### src/rtl/crc_framed_record_writer_macros.svh
// ----------------------------------------------------------------------------
// Record writer assertion macros
// Shared concurrent assertion forms, clocked on clk and held off in reset.
// ----------------------------------------------------------------------------
`ifndef CRC_FRAMED_RECORD_WRITER_MACROS_SVH
`define CRC_FRAMED_RECORD_WRITER_MACROS_SVH

// The consequent must hold in the same cycle as the antecedent.
`define CFRW_ASSERT_IMP(lbl, ante, cons, msg) \
  lbl: assert property (@(posedge clk) disable iff (!rst_n) (ante) |-> (cons)) \
    else $error(msg);

// The condition must never be true.
`define CFRW_ASSERT_NEVER(lbl, cond, msg) \
  lbl: assert property (@(posedge clk) disable iff (!rst_n) !(cond)) \
    else $error(msg);

`endif

### src/rtl/crc_frw_pkg.sv
// ----------------------------------------------------------------------------
// Record writer package
// Widths, CRC constants, command format and the byte-wide CRC-32 update.
// ----------------------------------------------------------------------------
package crc_frw_pkg;

  localparam int OFFSET_BITS = 48;
  localparam int OUT_OFS_W   = 48;
  localparam int KLEN_W      = 16;
  localparam int VLEN_W      = 32;
  localparam int BYTE_W      = 8;
  localparam int CRC_W       = 32;
  localparam int POS_W       = 4;

  localparam logic [CRC_W-1:0] CRC_POLY = 32'hEDB8_8320;
  localparam logic [CRC_W-1:0] CRC_ONES = 32'hFFFF_FFFF;

  localparam int QUEUE_DEPTH = 4;
  localparam int QPTR_W      = $clog2(QUEUE_DEPTH);
  localparam int QCNT_W      = $clog2(QUEUE_DEPTH + 1);

  typedef enum logic [2:0] {
    PH_IDLE  = 3'b001,
    PH_KEY   = 3'b010,
    PH_VALUE = 3'b100
  } phase_t;

  typedef enum logic [1:0] {
    CMD_ERR  = 2'd0,
    CMD_HDR  = 2'd1,
    CMD_DATA = 2'd2
  } cmd_op_t;

  typedef struct packed {
    cmd_op_t               op;
    logic [BYTE_W-1:0]     byte0;
    logic [BYTE_W-1:0]     byte1;
    logic [VLEN_W-1:0]     vlen;
    logic                  do_vlen;
    logic                  do_crc;
    logic [OUT_OFS_W-1:0]  rec_ofs;
  } cmd_t;

  typedef struct packed {
    logic push;
    cmd_t cmd;
  } q_wr_t;

  typedef struct packed {
    logic valid;
    cmd_t cmd;
  } q_rd_t;

  function automatic logic [CRC_W-1:0] crc_byte(input logic [CRC_W-1:0] crc,
                                                input logic [BYTE_W-1:0] b);
    logic [CRC_W-1:0] c;
    c = crc ^ {{(CRC_W-BYTE_W){1'b0}}, b};
    for (int i = 0; i < 8; i++) begin
      c = c[0] ? ((c >> 1) ^ CRC_POLY) : (c >> 1);
    end
    return c;
  endfunction

endpackage

### src/rtl/crc_frw_queue.sv
// ----------------------------------------------------------------------------
// Record writer command queue
// Small first-in first-out buffer between the front end and the byte engine.
// ----------------------------------------------------------------------------
module crc_frw_queue import crc_frw_pkg::*; (
  input  logic  clk,
  input  logic  rst_n,
  input  q_wr_t q_wr,
  output logic  q_full,
  output q_rd_t q_rd,
  input  logic  q_pop
);

  cmd_t              mem_r [QUEUE_DEPTH];
  logic [QPTR_W-1:0] wr_ptr_r, wr_ptr_nxt;
  logic [QPTR_W-1:0] rd_ptr_r, rd_ptr_nxt;
  logic [QCNT_W-1:0] count_r, count_nxt;
  logic              do_push;
  logic              do_pop;

  assign q_full     = (count_r == QCNT_W'(QUEUE_DEPTH));
  assign q_rd.valid = (count_r != '0);
  assign q_rd.cmd   = mem_r[rd_ptr_r];
  assign do_push    = q_wr.push && !q_full;
  assign do_pop     = q_pop && q_rd.valid;

  always_comb begin
    wr_ptr_nxt = do_push ? wr_ptr_r + QPTR_W'(1) : wr_ptr_r;
    rd_ptr_nxt = do_pop ? rd_ptr_r + QPTR_W'(1) : rd_ptr_r;
    count_nxt  = count_r + QCNT_W'(do_push) - QCNT_W'(do_pop);
  end

  always_ff @(posedge clk) begin
    if (do_push) begin
      mem_r[wr_ptr_r] <= q_wr.cmd;
    end
  end

  always_ff @(posedge clk) begin
    if (!rst_n) begin
      wr_ptr_r <= '0;
      rd_ptr_r <= '0;
      count_r  <= '0;
    end else begin
      wr_ptr_r <= wr_ptr_nxt;
      rd_ptr_r <= rd_ptr_nxt;
      count_r  <= count_nxt;
    end
  end

endmodule

### config.mk
export PLATFORM = sky130hd
export DESIGN_NAME = crc_frw_queue
export DESIGN_NICKNAME = d
export VERILOG_FILES = /design/src/rtl/crc_framed_record_writer_macros.svh /design/src/rtl/crc_frw_pkg.sv /design/src/rtl/crc_frw_queue.sv
export SDC_FILE = /design/constraint.sdc
export NUM_CORES = 1
export LEC_CHECK = 0
export ABC_AREA = 1
export BUFFER_PORTS_ARGS = -buffer_cell sky130_fd_sc_hd__buf_4
export CORE_ASPECT_RATIO = 1.75
export CORE_MARGIN = 2
export CORE_UTILIZATION = 52
export DETAILED_ROUTE_END_ITERATION = 7
export PLACE_DENSITY = 0.74
export RECOVER_POWER = 100
export SYNTH_ARGS = -nofsm -noshare
export SYNTH_HDL_FRONTEND = slang
export SYNTH_SLANG_ARGS = --single-unit
### constraint.sdc
create_clock -name clk -period 5.9 [get_ports clk]
set_input_delay 1.18 -clock clk [delete_from_list [all_inputs] [get_ports clk]]
set_output_delay 1.18 -clock clk [all_outputs]
set_load 0.1 [all_outputs]
# Word-level counts from Yosys, hierarchy flattened
# Memories as Yosys holds them, arrays and structs flattened. A register that Yosys moved wholly into a read port is not among the register bits.
# Index checks and enable logic that the tools add are counted.
# classes
addsub	4
reduce_logical	4
eq_ne	1
muxes	4
# ops
cell	count
2-bit by 1-bit adder with 2-bit output, second input constant	2
2-bit two-way mux	2
3-bit by 1-bit adder with 3-bit output	1
3-bit == test, second input constant	1
3-bit nonzero test	1
3-bit by 1-bit subtractor with 3-bit output	1
1-bit logical AND	2
1-bit two-way mux	2
1-bit zero test	1
# word_totals
word_cells	17
mem_bits_rw	400
out_inout_bits	102
inputBits	104
ff_bits	7
memories	1
# memory_table
memory	depth	width	read_ports	rd_ports_with_merged_regs	write_ports	line_no	rtl
mem_r	4	100	1	1	1	crc_frw_queue.sv:14	cmd_t mem_r [QUEUE_DEPTH];

# Longest topological paths before layout
# Gate-level depths: netlist of the first run.
# logic_depth
depth_word	5
depth_mapped	10
mapped_depth_nobuf	10

# Least setup slack after synthesis of the first run
# No wires, ideal clock.
# synth_timing
path_type	input to register
startpoint	in q_wr[100] in the netlist's numbering
endpoint	mem mem_r[0][0] in the netlist's numbering, enable pin
required_time_ps	5340
setup_ps	560
path_buffers	0
cell_stages	2
t_arrival_ps	5461
setup_slack_ps	-120
path_cell_list	nand2_1 -> nor2_1
# synth_between
elab_chain_len	3
# synth_rtl
item	line_no	rtl
start, declared	crc_frw_queue.sv:8	input q_wr_t q_wr,
1-bit logical AND	crc_frw_queue.sv:24	assign do_push = q_wr.push && !q_full;
1-bit two-way mux	crc_frw_queue.sv:34	if (do_push) begin
1-bit two-way mux (not written as such)	crc_frw_queue.sv:35	mem_r[wr_ptr_r] <= q_wr.cmd;
end, declared	crc_frw_queue.sv:14	
# Every way passes these cells.

==> flow_summary.toml, run 1 <==
[finish]
instances_no_fill = 1632
diodes = 0
nets = 1335
drive_gt1_share_pct = 10.40
syn2layout_area_growth_pct = 14.11

[clocking]
cts_inserted_buffers = 36
clock_latency_ns = 0.52
tritoncts = "done"
hold_buffers = 0
postCtsSetupRepairBufs = 0
cts_max_level = 2
cts_repair_resize_count = 0
cts.sinks = 409
clock_input_transition_at_the_sequential_cells_of_the_worst_setup_and_hold_paths_ns = 0.07
cts.path.max_buffers = 3
cts.root.buffer_cell = "sky130_fd_sc_hd__clkbuf_16"

[hold_path]
timing.hold.worst_path_depth = 2
worst_hold_path_type = "reg2reg"
worst_hold_path_startpoint = "rd_ptr_r[0]$_SDFFE_PN0P_"
end_point_of_the_most_critical_hold_path = "rd_ptr_r[0]$_SDFFE_PN0P_"

[setup_path]
end_kind = "output port"
worst-setup-path-type = "reg2out"
r2r.worst_path.cells = 5
worst-r2r-setup-slack_ns = 1.28
highest_fanout_seen_on_the_critical_path = 54
worstSetupStartpointType = "flip-flop"
reg2reg_from = "count_r[1]$_SDFF_PN0_"
reg2reg_to = "mem_r[1][0]$_DFFE_PP_"
cp_data_required_time_ns = 4.72
critPathArrivalTime_ns = 3.72

[synthesis]
yosys_warnings = 0
ys_top_cells_by_area = "sky130_fd_sc_hd__edfxtp_1, sky130_fd_sc_hd__nor2_1, sky130_fd_sc_hd__o22ai_1, sky130_fd_sc_hd__o21ai_0, sky130_fd_sc_hd__o21ai_1"
total_standard_cell_area_after_synthesis_sq_um = 15430
dominantRegCellSynth = "sky130_fd_sc_hd__edfxtp_1"
synth_fp_nets = 1144
synth_top_area_cell = "sky130_fd_sc_hd__edfxtp_1"
synth_async_sr_flop_share_pct = 0
post_synth.cell_area_avg_sq_um = 14.94
synth_seq_area_share_pct = 78.99
synth-edff-count = 400
synth_cells = 1033
synth_top_area_share_pct = 77.83
synth-seq-cells = 409
synth.distinct_cells = 25

[global_route]
grt_antenna_before_repair = 2
grt_usage_pct = 20.79
grt_first_pass_wirelength_mm = 49.39
grt.overflow.total = 0
grt_pass1_vias = 9293
grt_max_degree = 201

[drt]
routedWlPerCell_microns = 19.85
detail_route.vias_per_cell = 5.576
drt-initial-drc-count = 560
drc = 0
drt-total-wl_mm = 32.39
detail_route.first_pass.iterations = 5
number_of_nets_with_antenna_violations_after_detailed_routing = 0
vias_after_detailed_routing = 9100

[placed_design]
detailed_place_hpwl_mm = 18.16
placement.io_buffers = 205
place_congestion = 0.8077
cell_count_post_placement = 1568

[floorplanning]
die_height_microns = 231.9
coreArea_sq_um = 29290
die_width_microns = 134.2
num_rows = 83
initial_core_utilization_pct = 52.70
design.die.area_sq_um = 31130
boundaryPins = 206

[sta]
period_needed_ns = 4.898
timing.fmax_mhz = 204.2
fraction_of_the_cycle_the_final_worst_path_needs_pct = 83.02
max_slew.worst_pin.slew_ns = 3.373
unrepaired_setup_endpoints_after_global_routing = "false"
slew_viol_final = 392
setup-violations-final = 0
hold_violations = 0
maxSlewHeadroom_pct = -124.8
skew_ns = 0.01577

[power_and_ir_drop]
ir_worst_vdd_uv = 407.7
cellLeakagePower_uw = 0.005811
powerDensity_nw_per_um2 = 558.3
finalPower_uw = 9832

[run_status]
status = "finished, violations left"
failed_checks = "max-capacitance violations, max-slew violations"

[flow_run]
cap_viol_max_count = 8
[cell usage after synthesis (all sizes together) (2+ instances only)]
master  number
a21boi       2
a21oi        4
buf         33
clkbuf      32
dfxtp        9
edfxtp     400
ha           6
inv         16
nand2       13
nand3        3
nor2       212
o21ai      201
o22ai      100
[metal layers]
layer	track usage [%]	part of all wire [%]	wire [microns]
met2	38.09	54	17640
met3	4.737	5.7	1833
met1	22.79	36	11740
met5	0	0.086	28
met4	9.145	3.5	1144
[cell families (layout without fill, tap and decap cells)]
| family | after synthesis | in the layout | share of synthesized area [%] |
|---|---|---|---|
| flops | 409 | 409 | 78.99 |
| compound gates | 307 | 307 | 10.94 |
| simple gates | 228 | 228 | 5.586 |
| buf+inv | 82 | 299 | 3.867 |
| fa+ha+maj | 7 | 7 | 0.6161 |
[cell usage in the layout, fill, tap and decap left out]
cell / n
sky130_fd_sc_hd__nor2_4: 2
sky130_fd_sc_hd__fa_1: 1
sky130_fd_sc_hd__inv_6: 2
sky130_fd_sc_hd__nor2_2: 1
sky130_fd_sc_hd__dfxtp_1: 7
sky130_fd_sc_hd__clkbuf_16: 37
sky130_fd_sc_hd__clkbuf_2: 3
sky130_fd_sc_hd__buf_4: 65
sky130_fd_sc_hd__o21ai_2: 4
sky130_fd_sc_hd__nand2_1: 13
sky130_fd_sc_hd__clkinv_2: 9
sky130_fd_sc_hd__edfxtp_1: 400
sky130_fd_sc_hd__nor2_1: 209
sky130_fd_sc_hd__inv_1: 15
sky130_fd_sc_hd__dfxtp_4: 2
sky130_fd_sc_hd__a21oi_1: 4
sky130_fd_sc_hd__nand3_1: 3
sky130_fd_sc_hd__a21boi_0: 2
sky130_fd_sc_hd__o21ai_0: 112
sky130_fd_sc_hd__o22ai_2: 1
sky130_fd_sc_hd__ha_1: 6
sky130_fd_sc_hd__o22ai_1: 99
sky130_fd_sc_hd__bufinv_16: 3
sky130_fd_sc_hd__clkbuf_1: 157
sky130_fd_sc_hd__clkinv_1: 7
sky130_fd_sc_hd__buf_12: 1
sky130_fd_sc_hd__o21ai_1: 85
[flip-flops by register name, indices dropped and copies added (netlist names), named ones only]
signal,count
mem_r,400
wr_ptr_r,2
rd_ptr_r,2
count_r,3
[metrics by stage]
step / hold slack (ns) / util [%] / cell area (sq um) / TNS (ns) / setup slack (ns)
finish: 0.5127 / 60.13 / 17610 / 0 / 1.002
global route: 0.5772 / 60.13 / 17610 / 0 / 0.7840
CTS: 0.5209 / 62.21 / 18220 / 0 / 1.721
detailed placement: 0.5043 / 58.38 / 17100 / 0 / 2.277
global placement: 0.4648 / 58.38 / 17100 / 0 / 2.297
floorplan: 0.4481 / - / 15430 / -48.17 / -0.1204
[worst max path at each step]
stage / from / end / slack, ns / cells after the start
after global placement: flip-flop / q_rd[21] / 2.30 / 5
after floorplan: q_wr[100] / mem_r[0][0]$_DFFE_PP_ / -0.12 / 2
after CTS: flip-flop / q_rd[47] / 1.72 / 5
final: flip-flop / q_rd[55] / 1.00 / 4
after global routing: flip-flop / q_rd[55] / 0.78 / 4
after detailed placement: flip-flop / q_rd[60] / 2.28 / 5
[cell type report]
| class | instances | area (sq um) |
|---|---|---|
| Sequential cell | 409 | 12200 |
| Tap cell | 382 | 478.0 |
| Fill cell | 2310 | 11670 |
| Timing Repair Buffer | 218 | 1082 |
| Multi-Input combinational cell | 542 | 2660 |
| Clock buffer | 45 | 955.9 |
| Clock inverter | 19 | 165.2 |
| Inverter | 17 | 70.07 |
[power by group]
group / internal (uW) / switching [uW] / leakage (uW)
logic: 584 / 3350 / 0.00152
clock network: 1280 / 963 / 0.000555
registers: 3560 / 88.0 / 0.00374
[critical path, stage by stage (launching register included)]
cell,delay [ns]
sky130_fd_sc_hd__dfxtp_4,0.68
sky130_fd_sc_hd__clkbuf_2,0.97
sky130_fd_sc_hd__o21ai_0,0.25
sky130_fd_sc_hd__o22ai_1,0.29
sky130_fd_sc_hd__clkbuf_1,0.89
(Power assumes the default switching activity.)
==> run 2, diff against run 1 <==
Settings changed: ABC_AREA 1 to 0, CORE_UTILIZATION 52 to 51, PLACE_DENSITY 0.74 to 0.73.
Clock period 5.9 ns to 4.3 ns, I/O delays scaled along.
==> run 2 against run 1 <==
  * Highest routed layer is now met4
  * Sequential share of layout area up 0.86 points
  * The flow still finishes with violations (max-capacitance violations, max-slew violations)
  * Cell count is 26% lower
  * Critical endpoint is now q_rd[26]
  * Worst hold slack worse by 0.0045 ns
  * Setup slack worse by 0.46 ns
  * Largest cell class unchanged
  * Synthesized cell count is 45% lower
  * First-iteration DRC count is 29% lower
  * Die area fell by 0.84%
  * Via count is 27% lower
  * Clock skew down 0.0076 ns
  * Non-clock buffer count is 3 lower
  * Routed wire length shrank 15%
  * Critical path type unchanged
  * Register-to-register slack got worse by 0.58 ns
==> flow_summary.toml, run 2 <==
[synthesis]
synth_cells = 570
synth-seq-cells = 409
synth.distinct_cells = 20
synth_async_sr_flop_share_pct = 0
dominantRegCellSynth = "sky130_fd_sc_hd__edfxtp_1"
total_standard_cell_area_after_synthesis_sq_um = 15010
synth_top_area_cell = "sky130_fd_sc_hd__edfxtp_1"
synth_fp_nets = 681
synth_top_area_share_pct = 80.04
ys_top_cells_by_area = "sky130_fd_sc_hd__edfxtp_1, sky130_fd_sc_hd__mux4_2, sky130_fd_sc_hd__buf_12, sky130_fd_sc_hd__dfxtp_1, sky130_fd_sc_hd__ha_1"
post_synth.cell_area_avg_sq_um = 26.33
yosys_warnings = 0
yosys-top-cells-count = "sky130_fd_sc_hd__edfxtp_1, sky130_fd_sc_hd__mux4_2, sky130_fd_sc_hd__buf_2"
synth-edff-count = 400
synth.most_common_cell = "sky130_fd_sc_hd__edfxtp_1"
synth_seq_area_share_pct = 81.24

[placed_design]
place_congestion = 0.7256
detailed_place_hpwl_mm = 16.96
placement.io_buffers = 205

[drt]
routedWlPerCell_microns = 22.79
drt-total-wl_mm = 27.55
drt-met1-wl_mm = 9.908
detail_route.vias_per_cell = 5.512
vias_after_detailed_routing = 6664
drc = 0
drt-initial-drc-count = 398
met3_wirelength_mm = 1.472
routed.top_layer = "met4"
detail_route.first_pass.iterations = 4
number_of_nets_with_antenna_violations_after_detailed_routing = 0
met2WireLength_mm = 15.25

[setup_path]
cp_data_required_time_ns = 3.44
critPathArrivalTime_ns = 2.89
worst-r2r-setup-slack_ns = 0.70
r2r.worst_path.cells = 4
end_kind = "output port"
worstSetupStartpointType = "flip-flop"
highest_fanout_seen_on_the_critical_path = 43
worst-setup-path-type = "reg2out"

[finish]
layout.cells.most_common_list = "sky130_fd_sc_hd__edfxtp_1, sky130_fd_sc_hd__clkbuf_1, sky130_fd_sc_hd__mux4_2"
n_fill_cell = 2128
drive_gt1_share_pct = 32.65
top_regs = "mem_r: 400 flops, count_r: 3 flops"
largest_register_ff_count = 400
syn2layout_area_growth_pct = 15.89
nets = 911
registers.top_by_ff_count = "mem_r"
most_common_cell_after_layout_fill_and_taps_aside = "sky130_fd_sc_hd__edfxtp_1"

[floorplanning]
die_width_microns = 133.7
die_height_microns = 230.9
boundaryPins = 206
num_rows = 83
design.die.area_sq_um = 30870
initial_core_utilization_pct = 51.43
coreArea_sq_um = 29180

[global_route]
grt_usage_pct = 18.19
grt_antenna_before_repair = 3
grt_first_pass_wirelength_mm = 41.75
grt_pass1_vias = 7313
grt.overflow.total = 0
grt_max_degree = 59

[sta]
period_needed_ns = 3.754
max_slew.worst_pin.slew_ns = 1.820
setup-violations-final = 0
skew_ns = 0.008169
maxSlewHeadroom_pct = -21.34
slew_viol_final = 63
unrepaired_setup_endpoints_after_global_routing = "false"
hold_violations = 0
final.setup.tns_ns = 0
fraction_of_the_cycle_the_final_worst_path_needs_pct = 87.30
timing.fmax_mhz = 266.4

[clocking]
cts_max_level = 2
cts.root.buffer_cell = "sky130_fd_sc_hd__clkbuf_16"
tritoncts = "done"
hold_buffers = 0
clock_input_transition_at_the_sequential_cells_of_the_worst_setup_and_hold_paths_ns = 0.07
cts.path.max_buffers = 3
clock_latency_ns = 0.51
cts_inserted_buffers = 37
postCtsSetupRepairBufs = 0
cts_repair_resize_count = 0
cts.sinks = 409

[run_status]
status = "finished, violations left"
failed_checks = "max-capacitance violations, max-slew violations"

[hold_path]
worst_hold_path_type = "reg2reg"
timing.hold.worst_path_depth = 2

[flow_run]
cap_viol_max_count = 2
run 2: cell count changes after synthesis, sizes merged, moves of 3 or more:
cell | before | now
o22ai | 100 | 0
nand3 | 3 | 0
inv | 16 | 5
and2 | 0 | 7
mux4 | 0 | 100
xnor2 | 0 | 4
clkbuf | 32 | 1
nand2 | 13 | 4
nor2b | 0 | 4
nor2 | 212 | 0
a21oi | 4 | 0
o21ai | 201 | 0
buf | 33 | 23
run 2: worst max-delay path, cell delays in order (launching register included):
cell,delay (ns)
sky130_fd_sc_hd__dfxtp_2,1.10
sky130_fd_sc_hd__mux4_2,0.40
sky130_fd_sc_hd__clkbuf_1,0.87
run 2: worst paths after layout:
path	to	start
min	wr_ptr_r[0]$_SDFFE_PN0P_	wr_ptr_r[0]$_SDFFE_PN0P_
max	q_rd[26]	flip-flop
min reg2reg	wr_ptr_r[0]$_SDFFE_PN0P_	wr_ptr_r[0]$_SDFFE_PN0P_
max reg2reg	mem_r[3][19]$_DFFE_PP_	count_r[1]$_SDFF_PN0_
run 2: kinds of logic (layout without fill, tap and decap cells):
group	count (synthesis)	count (layout)	synth area share (%)
adders and majority gates	7	7	0.6336
muxes	102	102	15.14
DFF	409	409	81.24
other	0	3	0
AOI/OAI and AO/OA	2	2	0.1167
xor gates and xnor gates	4	4	0.2334
buffers and inverters	29	283	1.951
and+or+nand+nor	17	17	0.6836
run 2: through the flow:
step,utilization [%],cells,hold WS [ns],instance area (sq um),worst slack (ns)
floorplan,-,570,0.4677,15010,0.3643
global placement,58.06,1143,0.4791,16940,1.357
detailed placement,58.06,1143,0.5055,16940,1.301
CTS,61.92,1206,0.5111,18070,0.7846
global route,59.60,1209,0.5432,17390,0.3770
finish,59.60,1209,0.5082,17390,0.5462
run 2: layout make-up:
| type | instances | area (sq um) | area share, % |
|---|---|---|---|
| timing repair buffer | 215 | 1041 | 5.986 |
| clock inverter | 16 | 112.6 | 0.6475 |
| inverter | 5 | 18.77 | 0.1079 |
| clock buffer | 47 | 1015 | 5.835 |
| sequential | 409 | 12200 | 70.13 |
| tap | 382 | 478.0 | 2.748 |
| antenna | 3 | 7.507 | 0.04317 |
| multi-input combinational | 132 | 2522 | 14.50 |
run 2: per-layer routing:
| layer | up-vias | GRT usage (%) |
|---|---|---|
| met4 | 0 | 7.646 |
| met5 | - | 0 |
| met2 | 215 | 32.59 |
| met3 | 53 | 3.755 |
| li1 | 2906 | - |
| met1 | 3490 | 21.23 |
Power of run 2 is not shown: default switching activity piles up to over one toggle a cycle in this logic, so the estimate is an artifact.
